**src/design/prl_pkg.sv**
```systemverilog
// shared constants, codes and record type for the positional record list
`default_nettype none
package prl_pkg;

  localparam int CAPACITY = 16;
  localparam int IDX_W    = (CAPACITY > 1) ? $clog2(CAPACITY) : 1;
  localparam int CNT_W    = $clog2(CAPACITY + 1);

  localparam logic [2:0] CMD_APPEND = 3'd0;
  localparam logic [2:0] CMD_INSERT = 3'd1;
  localparam logic [2:0] CMD_DELETE = 3'd2;
  localparam logic [2:0] CMD_GET    = 3'd3;
  localparam logic [2:0] CMD_LOCATE = 3'd4;

  localparam logic [1:0] ST_OK       = 2'd0;
  localparam logic [1:0] ST_BADPOS   = 2'd1;
  localparam logic [1:0] ST_FULL     = 2'd2;
  localparam logic [1:0] ST_NOTFOUND = 2'd3;

  typedef struct packed {
    logic        [55:0] name;
    logic signed [31:0] id;
    logic signed [31:0] qty;
  } rec_t;

  localparam int REC_W = $bits(rec_t);

endpackage
`default_nettype wire

```
**src/design/positional_record_list.sv**
```systemverilog
// top level of the positional record list: command decode, shift sequencer, search
`default_nettype none
// Ordered store of up to CAPACITY records held in one record memory with a
// registered read port. A command is taken when start is high and busy is
// low; every result beat appears on the out_ ports for exactly one cycle,
// flagged by out_valid, and cannot be held off by the receiver. Append and a
// rejected command give their result in the cycle after the command; an
// ignored code gives no result. Get reads the memory through its registered
// port, then registers the result. Insert and delete move one record at a
// time (read, then write back one slot over through the single write port),
// then finish with a closing step that writes the new record (insert) or
// lowers the count (delete). Locate streams the memory one entry a cycle,
// with an extra closing step when the final entry matches and an earlier
// match is still queued; matches come out in list order, the final one
// marked by out_last.
module positional_record_list
  import prl_pkg::*;
(
  input  wire logic               clk,
  input  wire logic               rst_n,
  input  wire logic               start,
  output logic                    busy,
  input  wire logic        [2:0]  in_cmd,
  input  wire logic        [7:0]  in_position,
  input  wire logic        [55:0] in_name_chars,
  input  wire logic signed [31:0] in_item_id,
  input  wire logic signed [31:0] in_quantity,
  output logic                    out_valid,
  output logic             [1:0]  out_status,
  output logic             [55:0] out_name,
  output logic signed      [31:0] out_id,
  output logic signed      [31:0] out_quantity,
  output logic                    out_last
);

  // sequencer states
  localparam logic [2:0] S_IDLE    = 3'd0;
  localparam logic [2:0] S_SH_RD   = 3'd1;  // decide / read neighbor
  localparam logic [2:0] S_SH_WR   = 3'd2;  // write neighbor one slot over
  localparam logic [2:0] S_GET     = 3'd3;
  localparam logic [2:0] S_LOC     = 3'd4;
  localparam logic [2:0] S_LOC_END = 3'd5;  // flush last queued match

  logic [2:0]       state_r, state_nxt;
  logic [CNT_W-1:0] count_r, count_nxt;
  logic [IDX_W-1:0] cursor_r, cursor_nxt;
  logic [IDX_W-1:0] pidx_r, pidx_nxt;
  logic             is_ins_r, is_ins_nxt;
  rec_t             rec_r, rec_nxt;
  logic signed [31:0] key_r, key_nxt;
  logic             pend_r, pend_nxt;
  logic signed [31:0] pend_id_r, pend_id_nxt;
  logic signed [31:0] pend_qty_r, pend_qty_nxt;

  // memory port
  logic             mem_we;
  logic [IDX_W-1:0] mem_waddr, mem_raddr;
  rec_t             mem_wdata;
  logic [REC_W-1:0] mem_rdata;
  rec_t             rd_rec;

  // result beat for the output register
  logic               em_valid;
  logic [1:0]         em_status;
  logic [55:0]        em_name;
  logic signed [31:0] em_id;
  logic signed [31:0] em_qty;
  logic               em_last;

  logic             accept;
  logic [8:0]       pos9, cnt9;
  logic             bad_ins, bad_pos, full;
  logic [IDX_W-1:0] in_idx;
  logic             hit, at_end;
  rec_t             in_rec;

  prl_ram #(
    .DEPTH(CAPACITY),
    .WIDTH(REC_W)
  ) u_ram (
    .clk  (clk),
    .we   (mem_we),
    .waddr(mem_waddr),
    .wdata(mem_wdata),
    .raddr(mem_raddr),
    .rdata(mem_rdata)
  );

  assign rd_rec = rec_t'(mem_rdata);
  assign busy   = (state_r != S_IDLE);
  assign accept = start && !busy;

  // position checks against the live count
  assign pos9    = {1'b0, in_position};
  assign cnt9    = 9'(count_r);
  assign bad_ins = (in_position == 8'd0) || (pos9 > cnt9 + 9'd1);
  assign bad_pos = (in_position == 8'd0) || (pos9 > cnt9);
  assign full    = (count_r == CNT_W'(CAPACITY));
  assign in_idx  = IDX_W'(in_position - 8'd1);

  assign in_rec.name = in_name_chars;
  assign in_rec.id   = in_item_id;
  assign in_rec.qty  = in_quantity;

  // search compare on the entry just read
  assign hit    = (rd_rec.id == key_r);
  assign at_end = ((CNT_W'(cursor_r) + CNT_W'(1)) == count_r);

  always_comb begin
    state_nxt    = state_r;
    count_nxt    = count_r;
    cursor_nxt   = cursor_r;
    pidx_nxt     = pidx_r;
    is_ins_nxt   = is_ins_r;
    rec_nxt      = rec_r;
    key_nxt      = key_r;
    pend_nxt     = pend_r;
    pend_id_nxt  = pend_id_r;
    pend_qty_nxt = pend_qty_r;

    mem_we    = 1'b0;
    mem_waddr = cursor_r;
    mem_wdata = rec_r;
    mem_raddr = cursor_r;

    em_valid  = 1'b0;
    em_status = ST_OK;
    em_name   = '0;
    em_id     = '0;
    em_qty    = '0;
    em_last   = 1'b1;

    unique case (state_r)
      S_IDLE: begin
        if (accept) begin
          unique case (in_cmd)
            CMD_APPEND: begin
              em_valid = 1'b1;
              if (full) begin
                em_status = ST_FULL;
              end else begin
                mem_we    = 1'b1;
                mem_waddr = IDX_W'(count_r);
                mem_wdata = in_rec;
                count_nxt = count_r + CNT_W'(1);
              end
            end
            CMD_INSERT: begin
              if (bad_ins) begin
                em_valid  = 1'b1;
                em_status = ST_BADPOS;
              end else if (full) begin
                em_valid  = 1'b1;
                em_status = ST_FULL;
              end else begin
                rec_nxt    = in_rec;
                pidx_nxt   = in_idx;
                cursor_nxt = IDX_W'(count_r);
                is_ins_nxt = 1'b1;
                state_nxt  = S_SH_RD;
              end
            end
            CMD_DELETE: begin
              if (bad_pos) begin
                em_valid  = 1'b1;
                em_status = ST_BADPOS;
              end else begin
                pidx_nxt   = in_idx;
                cursor_nxt = in_idx;
                is_ins_nxt = 1'b0;
                state_nxt  = S_SH_RD;
              end
            end
            CMD_GET: begin
              if (bad_pos) begin
                em_valid  = 1'b1;
                em_status = ST_BADPOS;
              end else begin
                mem_raddr = in_idx;
                state_nxt = S_GET;
              end
            end
            CMD_LOCATE: begin
              key_nxt = in_item_id;
              if (count_r == '0) begin
                em_valid  = 1'b1;
                em_status = ST_NOTFOUND;
              end else begin
                mem_raddr  = '0;
                cursor_nxt = '0;
                pend_nxt   = 1'b0;
                state_nxt  = S_LOC;
              end
            end
            default: begin
              // unused codes are dropped without a result
            end
          endcase
        end
      end

      S_SH_RD: begin
        if (is_ins_r) begin
          if (cursor_r == pidx_r) begin
            // gap has reached the insert slot
            mem_we    = 1'b1;
            mem_waddr = cursor_r;
            mem_wdata = rec_r;
            count_nxt = count_r + CNT_W'(1);
            em_valid  = 1'b1;
            state_nxt = S_IDLE;
          end else begin
            mem_raddr = cursor_r - IDX_W'(1);
            state_nxt = S_SH_WR;
          end
        end else begin
          if (at_end) begin
            count_nxt = count_r - CNT_W'(1);
            em_valid  = 1'b1;
            state_nxt = S_IDLE;
          end else begin
            mem_raddr = cursor_r + IDX_W'(1);
            state_nxt = S_SH_WR;
          end
        end
      end

      S_SH_WR: begin
        mem_we    = 1'b1;
        mem_waddr = cursor_r;
        mem_wdata = rd_rec;
        cursor_nxt = is_ins_r ? (cursor_r - IDX_W'(1)) : (cursor_r + IDX_W'(1));
        state_nxt  = S_SH_RD;
      end

      S_GET: begin
        em_valid  = 1'b1;
        em_name   = rd_rec.name;
        em_id     = rd_rec.id;
        em_qty    = rd_rec.qty;
        state_nxt = S_IDLE;
      end

      S_LOC: begin
        // stream the next entry while checking this one
        mem_raddr  = cursor_r + IDX_W'(1);
        cursor_nxt = cursor_r + IDX_W'(1);
        if (!at_end) begin
          if (hit) begin
            if (pend_r) begin
              em_valid = 1'b1;
              em_id    = pend_id_r;
              em_qty   = pend_qty_r;
              em_last  = 1'b0;
            end
            pend_nxt     = 1'b1;
            pend_id_nxt  = rd_rec.id;
            pend_qty_nxt = rd_rec.qty;
          end
        end else begin
          state_nxt = S_IDLE;
          if (hit && pend_r) begin
            em_valid     = 1'b1;
            em_id        = pend_id_r;
            em_qty       = pend_qty_r;
            em_last      = 1'b0;
            pend_id_nxt  = rd_rec.id;
            pend_qty_nxt = rd_rec.qty;
            state_nxt    = S_LOC_END;
          end else if (hit) begin
            em_valid = 1'b1;
            em_id    = rd_rec.id;
            em_qty   = rd_rec.qty;
          end else if (pend_r) begin
            em_valid = 1'b1;
            em_id    = pend_id_r;
            em_qty   = pend_qty_r;
          end else begin
            em_valid  = 1'b1;
            em_status = ST_NOTFOUND;
          end
        end
      end

      S_LOC_END: begin
        em_valid  = 1'b1;
        em_id     = pend_id_r;
        em_qty    = pend_qty_r;
        state_nxt = S_IDLE;
      end

      default: begin
        state_nxt = S_IDLE;
      end
    endcase
  end

  // control state
  always_ff @(posedge clk) begin
    if (!rst_n) begin
      state_r   <= S_IDLE;
      count_r   <= '0;
      pend_r    <= 1'b0;
      out_valid <= 1'b0;
    end else begin
      state_r   <= state_nxt;
      count_r   <= count_nxt;
      pend_r    <= pend_nxt;
      out_valid <= em_valid;
    end
  end

  // working registers and result beat payload
  always_ff @(posedge clk) begin
    cursor_r   <= cursor_nxt;
    pidx_r     <= pidx_nxt;
    is_ins_r   <= is_ins_nxt;
    rec_r      <= rec_nxt;
    key_r      <= key_nxt;
    pend_id_r  <= pend_id_nxt;
    pend_qty_r <= pend_qty_nxt;
    if (em_valid) begin
      out_status   <= em_status;
      out_name     <= em_name;
      out_id       <= em_id;
      out_quantity <= em_qty;
      out_last     <= em_last;
    end
  end

endmodule
`default_nettype wire

```
**src/design/prl_ram.sv**
```systemverilog
// single-port-write, registered-read record memory
`default_nettype none
module prl_ram #(
  parameter int DEPTH = 16,
  parameter int WIDTH = 120,
  localparam int AW   = (DEPTH > 1) ? $clog2(DEPTH) : 1
) (
  input  wire logic             clk,
  input  wire logic             we,
  input  wire logic [AW-1:0]    waddr,
  input  wire logic [WIDTH-1:0] wdata,
  input  wire logic [AW-1:0]    raddr,
  output logic      [WIDTH-1:0] rdata
);

  logic [WIDTH-1:0] mem [DEPTH];

  always_ff @(posedge clk) begin
    if (we) begin
      mem[waddr] <= wdata;
    end
  end

  always_ff @(posedge clk) begin
    rdata <= mem[raddr];
  end

endmodule
`default_nettype wire
```
**config.mk**
```make
export PLATFORM = sky130hd
export DESIGN_NAME = positional_record_list
export DESIGN_NICKNAME = d
export VERILOG_FILES = /design/src/design/prl_pkg.sv /design/src/design/positional_record_list.sv /design/src/design/prl_ram.sv
export SDC_FILE = /design/constraint.sdc
export NUM_CORES = 2
export LEC_CHECK = 0
export BUFFER_PORTS_ARGS = -buffer_cell sky130_fd_sc_hd__buf_4
export CAP_MARGIN = 20
export CORE_UTILIZATION = 35
export CTS_CLUSTER_SIZE = 14
export DETAILED_ROUTE_END_ITERATION = 10
export GPL_TIMING_DRIVEN = 0
export PLACE_DENSITY_LB_ADDON = 0.15
export SYNTH_ARGS = -nofsm -noshare
export SYNTH_HDL_FRONTEND = slang
export SYNTH_SLANG_ARGS = --single-unit
```
**constraint.sdc**
```tcl
create_clock -name clk -period 41.6 [get_ports clk]
set_clock_uncertainty 0.1 [all_clocks]
set_input_delay 8.32 -clock clk [delete_from_list [all_inputs] [get_ports clk]]
set_output_delay 8.32 -clock clk [all_outputs]
set_load 0.05 [all_outputs]
```
## Word level (Yosys, flattened, before mapping)

Memories as Yosys holds them, arrays and structs flattened. A register that Yosys moved wholly into a read port is not among the register bits.
Index checks and enable logic that the tools add are counted.

- Add/subtract/negate cells: 7
- $lt $le $gt $ge: 2
- Eq/ne operators: 34
- Muxes and demuxes: 108
- Bitwise logic cells: 1
- Reduce and logical (&&, ||, !) cells: 25

Operators by type and width:

| cell | number |
|---|---|
| 32-bit two-way mux | 16 |
| 120-bit two-way mux | 3 |
| 120-bit case mux with 2 select lines | 1 |
| 32-bit case mux with 3 select lines | 2 |
| 4-bit two-way mux | 16 |
| 4-bit case mux with 3 select lines | 3 |
| 32-bit equality test | 1 |
| 1-bit two-way mux | 30 |
| 5-bit two-way mux | 6 |
| 3-bit two-way mux | 9 |
| 3-bit case mux with 4 select lines | 2 |
| 3-bit inequality test (second input constant) | 7 |
| 2-bit two-way mux | 10 |
| 2-bit inequality test (second input constant) | 9 |
| 6-bit AND reduction | 3 |
| 4-bit case mux with 2 select lines | 2 |
| 3-bit by 2-bit equality test with 1-bit output (second input constant) | 4 |
| 5-bit case mux with 2 select lines | 1 |
| 3-bit equality test (second input constant) | 3 |
| 8-bit by 5-bit > comparator with 1-bit output | 1 |
| 8-bit by 6-bit > comparator with 1-bit output | 1 |
| 8-bit logical NOT | 1 |
| 1-bit case mux with 4 select lines | 2 |
| 2-bit case mux with 4 select lines | 1 |
| 28 further kinds | 43 |

- Register bits after elaboration: 358
- Memory bits (writable): 1,920
- Input port bits: 134
- Output and inout port bits: 125
- Logic and storage cells: 196
- Memories: 1

Memories:

| memory | words | bits a word | read ports | clocked after Yosys merged registers in | wr ports | line | RTL |
|---|---|---|---|---|---|---|---|
| u_ram.mem | 16 | 120 | 1 | 1 | 1 | prl_ram.sv:16 | `logic [WIDTH-1:0] mem [DEPTH];` |

## Logic depth before layout (Yosys ltp)

- Depth in word-level cells: 7
- Mapped depth: 16
- Depth with buffers taken out: 13

## By module

From an unflattened synthesis, not the netlist that was laid out.

- Cells, all modules: 4,756
- Area, all modules: 92,187.2 um2

Modules (own cells, without submodules):

| module | times used | cells an instance | area each (um2) | seq. area each (um2) |
|---|---|---|---|---|
| prl_ram | 1 | 3,066 | 74,008.5 | 60,057.6 |
| positional_record_list | 1 | 1,690 | 18,178.7 | 10,650.2 |

## Least setup slack after synthesis

OpenSTA, ideal clock, no wires.

- Path kind: input to register
- Start point: input in_position[1]
- End point: register rec_r[0] (netlist bit), enable pin
- Setup time: 893 ps
- Arrival: 20,582 ps
- Data required time: 40,607 ps
- Setup slack: 20,025 ps
- Stages: 8
- Path buffers: 0
- Cell sequence: ha_1 > nor2b_1 > o21a_1 > o21bai_1 > a21oi_1 > nor2_1 > nand2_1 > nor4_1

- Word-level cells in the longest chain between the ends: 4
- Elaborated cells on any way between the ends: 5
- Classes of those cells: 1 x order compare; 1 x bitwise; 3 x reduce/logical

RTL lines:

| element | line | RTL |
|---|---|---|
| from (decl) | positional_record_list.sv:24 | `input wire logic [7:0] in_position,` |
| 8-bit by 6-bit > comparator with 1-bit output / 8-bit logical NOT (equally long branches) | positional_record_list.sv:96 | `assign bad_ins = (in_position == 8'd0) \|\| (pos9 > cnt9 + 9'd1);` |
| 1-bit logical OR * | positional_record_list.sv:96 |  |
| 1-bit NOT (no source line) * | -- |  |
| 4-bit AND reduction (no source line) * | -- |  |
| to (signal assigned) | positional_record_list.sv:318 | `rec_r <= rec_nxt;` |
| to (decl) | positional_record_list.sv:49 | `rec_t rec_r, rec_nxt;` |

Mark *: on every way between the ends. The rest lies on a longest branch, timed or not.
A chain may end at the register's enable or synchronous reset.

## Worst setup path in the final report

- Start point: input start
- End point: memory u_ram.mem[3][104], enable pin

- Word-level cells in the longest chain between the ends: 5
- Elaborated cells on any way between the ends: 7
- Classes of those cells: 6 x mux; 1 x reduce/logical

RTL lines:

| element | line | RTL |
|---|---|---|
| from (decl) | positional_record_list.sv:21 | `input wire logic start,` |
| 1-bit logical AND * | positional_record_list.sv:91 | `assign accept = start && !busy;` |
| 1-bit two-way mux | positional_record_list.sv:135 | `if (accept) begin` |
| 1-bit case mux with 3 select lines | positional_record_list.sv:133 | `unique case (state_r)` |
| 1-bit two-way mux | prl_ram.sv:19 | `if (we) begin` |
| 1-bit two-way mux (implied by the code) | prl_ram.sv:20 | `mem[waddr] <= wdata;` |
| to (decl) | prl_ram.sv:16 |  |

Marked as above.

==> impl_metrics.yaml <==
flow_run:
  maxCapViolCount: 0
power:
  swShare_pct: 24.6
  p_int_w: 0.00414
  p_sw_w: 0.00135
  power.share.clock_pct: 40.8
  combPwrFrac_pct: 8.9
  seqPwrFrac_pct: 50.3
  powerDensity_mw_per_mm2: 49.3
  leakage_nw: 39.0
  irDropWorstVdd_mv: 0.0476
placement:
  placed_area_mm2: 0.103
  io_buffers: 257
  finalWeightedCongestion: 0.847
  dpl.hpwl_mm: 214
logic_synthesis:
  ys_top_cells_by_area: "edfxtp_1 73%, mux2i_1 10%, o22ai_1 3.3%"
  yosysMostFrequentCell: "edfxtp_1"
  synth_cell_types: 69
  netlist_area_mm2: 0.0931
  synth_top_area_share_pct: 73.1
  async_reset_ff_share_pct: 0
  synthFlopType: "edfxtp_1"
  synth_nets: 5800
  synthCells: 5650
  ys_ff_latch: 2398
  synth-edff-count: 2268
  netlist_top_cells_count: "2,268 x edfxtp_1, 962 x mux2i_1, 631 x nand2_1, 484 x o22ai_1, 250 x a22oi_1"
  synth_area_leader_cell: "edfxtp_1"
  yosysWarningCount: 0
  avgSynthCellArea_um2: 16.5
  ys_seq_area_share_pct: 75.9
setup_path:
  critPathCaptureType: "register"
  reg2reg_to: "out_name[18]$_SDFFCE_PP0P_"
  endpoint: "u_ram.mem[3][104]$_DFFE_PP_"
  cp.depth: 17
  path_max_fanout: 16
  path_buf_inv: 10
  crit_path_max_incr_delay_ns: 0.83
  start_kind: "input port"
  slowest_stage: "nor4_1"
  cp_cell_sequence: "buf_4 -> or4b_1 -> buf_2 -> nor4_1 -> and2_1 -> clkbuf_1 -> clkbuf_1 -> nand3_1 -> o31ai_1 -> nand2_1 -> nor2_4 -> buf_16 -> buf_12 -> buf_12 -> buf_16 -> buf_12 -> buf_16"
  crit_start: "start"
  reg2reg_slack_ns: 35.05
  reg2regPathDepth: 24
  r2r_start: "count_r[0]$_SDFFE_PN0P_"
  path_class: "in2reg"
  cp.arrival_ns: 13.73
  required_ns: 42.09
  cp_top_family: "buffers and inverters"
grt:
  antenna_found_initial: 31
  grt_pass1_wl_mm: 437
  grt_max_degree: 28
  grt_usage_pct: 23.5
  grt_overflow: 0
  grt_pass1_vias: 53200
cts:
  cts_buffer_depth: 4
  cts_num_sinks: 2398
  cts_tree: "yes"
  cts_resized: 0
  post_cts_buffers: 0
  cts_hold_buf: 0
  clk_latency_ns: 0.91
  h-tree-depth: 5
  clkTransAtPathRegs_ns: 0.06
  cts_made_buffers: 277
  clockRootBuffer: "clkbuf_16"
detailed_routing:
  first_pass_iters: 6
  drtIter0Drc: 6413
  routed_wl_mm: 322
  via_per_inst: 5.50
  antenna_left: 0
  vias: 55600
  drc: 0
  wire_per_inst_um: 31.8
sta:
  rsz0062_at_grt: "no"
  max_freq_mhz: 75.5
  max_slew_margin_pct: 16.7
  hold_violations: 0
  fin_crit_ns: 13.24
  slew_violations: 0
  worst-slew-pin-transition_ns: 1.25
  setup_tns_ns: 0
  setup_viol: 0
  fin_crit_sh_pct: 31.8
min_path:
  hold_class: "reg2reg"
  whs_path_depth: 0
die:
  die_area_mm2: 0.268
  core_area_mm2: 0.265
  dieWidth_um: 518
  rows: 189
  initial_utilization_pct: 35.2
  io_pins: 259
  die_y_um: 518
final_layout:
  drive_gt1_share_pct: 15.7
  synthToLayoutAreaGrowth_pct: 19.5
  fin_area_mm2: 0.111
  nNetsFinal: 6526
status:
  status: "finished clean"
[worst register-to-register path: stages, from the launching register on]
cell      delay, ns
dfxtp_1        0.36
clkbuf_1       0.42
inv_1          0.25
nor3_1         0.42
nand3_1        0.13
ha_1           0.31
nand3_1        0.08
o21bai_1       0.16
a21oi_1        0.20
o21ai_0        0.21
mux2_2         0.33
o22a_1         0.19
o211ai_1       0.62
buf_4          0.28
buf_4          0.20
buf_4          0.22
buf_4          0.20
buf_8          0.17
buf_4          0.21
buf_4          0.20
buf_4          0.20
buf_4          0.22
buf_4          0.21
buf_4          0.20
buf_4          0.19
[worst min-delay path by stage]
stage	startpoint	to	slack, ns
after global routing	u_ram.rdata[17]$_DFF_P_	pend_qty_r[17]$_DFFE_PP_	0.43
after global placement	u_ram.rdata[13]$_DFF_P_	pend_qty_r[13]$_DFFE_PP_	0.39
after detailed placement	u_ram.rdata[13]$_DFF_P_	pend_qty_r[13]$_DFFE_PP_	0.39
final	u_ram.rdata[17]$_DFF_P_	pend_qty_r[17]$_DFFE_PP_	0.43
after CTS	u_ram.rdata[17]$_DFF_P_	pend_qty_r[17]$_DFFE_PP_	0.41
after floorplan	u_ram.rdata[0]$_DFF_P_	pend_qty_r[0]$_DFFE_PP_	0.35
[cells by family after synthesis]
family / share of synthesized area (%)
multiplexers: 10.3
buffers and inverters: 1.93
flip-flops: 75.9
AO/OA/AOI/OAI: 6.34
XOR/XNOR: 0.513
AND/OR/NAND/NOR: 4.74
adder cells (fa/ha/maj): 0.215
[sequential cells by signal, summed over array words and instances, names as in the netlist, 4 cells and up]
signal,cells
pend_id_r,32
u_ram.rdata,120
u_ram.mem,1920
key_r,32
cursor_r,4
pidx_r,4
pend_qty_r,32
out_id,32
out_quantity,32
rec_r,120
count_r,5
out_name,56
[power by group through the flow]
| stage | Sequential (W) | Clock, W | Combinational [W] |
|---|---|---|---|
| floorplan | 0.00279 | 0 | 0.000260 |
| global placement | 0.00282 | 0 | 0.000476 |
| detailed placement | 0.00281 | 0 | 0.000487 |
| CTS | 0.00276 | 0.00227 | 0.000489 |
| global route | 0.00276 | 0.00236 | 0.000509 |
| finish | 0.00276 | 0.00224 | 0.000488 |
[metal layers]
| metal | global-route usage (%) | part of all wire, % | up-vias |
|---|---|---|---|
| met3 | 4.08 | 7.8 | 517 |
| met1 | 33.9 | 44 | 28900 |
| li1 | - | - | 23700 |
| met4 | 8.23 | 3.7 | 8 |
| met5 | 0 | 0.015 | - |
| met2 | 35.4 | 44 | 2490 |
[through the flow]
step	std cells	total power (W)	setup WS, ns	hold slack (ns)	util [%]
after floorplan	5650	0.00305	20.02	0.354	-
after global placement	9440	0.00329	5.28	0.386	37.6
after detailed placement	9627	0.00330	27.55	0.394	38.9
after CTS	10100	0.00552	28.51	0.415	42.0
after global routing	10100	0.00563	28.14	0.428	42.0
final	10100	0.00549	28.36	0.428	42.0
[cell type report]
type	count	area, um^2
plain buffers	343	1750
flip-flops and latches	2398	70700
inverters	22	82.6
clock inverters	95	563
clock buffers	375	7550
diodes	18	45.0
well taps	3533	4420
fillers	23900	154000
multi-input cells	2887	20800
repair buffers	447	5360
[cells in the final DEF, fill, tap and decap left out, types with 61 or more instances in the layout]
cell type,instances
dfxtp_1,130
mux2i_1,962
clkbuf_16,283
o21ai_0,90
edfxtp_1,2268
a22oi_1,250
buf_12,97
buf_4,341
and2_1,61
or4_1,121
nand2_1,631
buf_2,119
o22ai_1,484
clkbuf_1,214
Note: power is estimated with default switching activity, not from simulation.
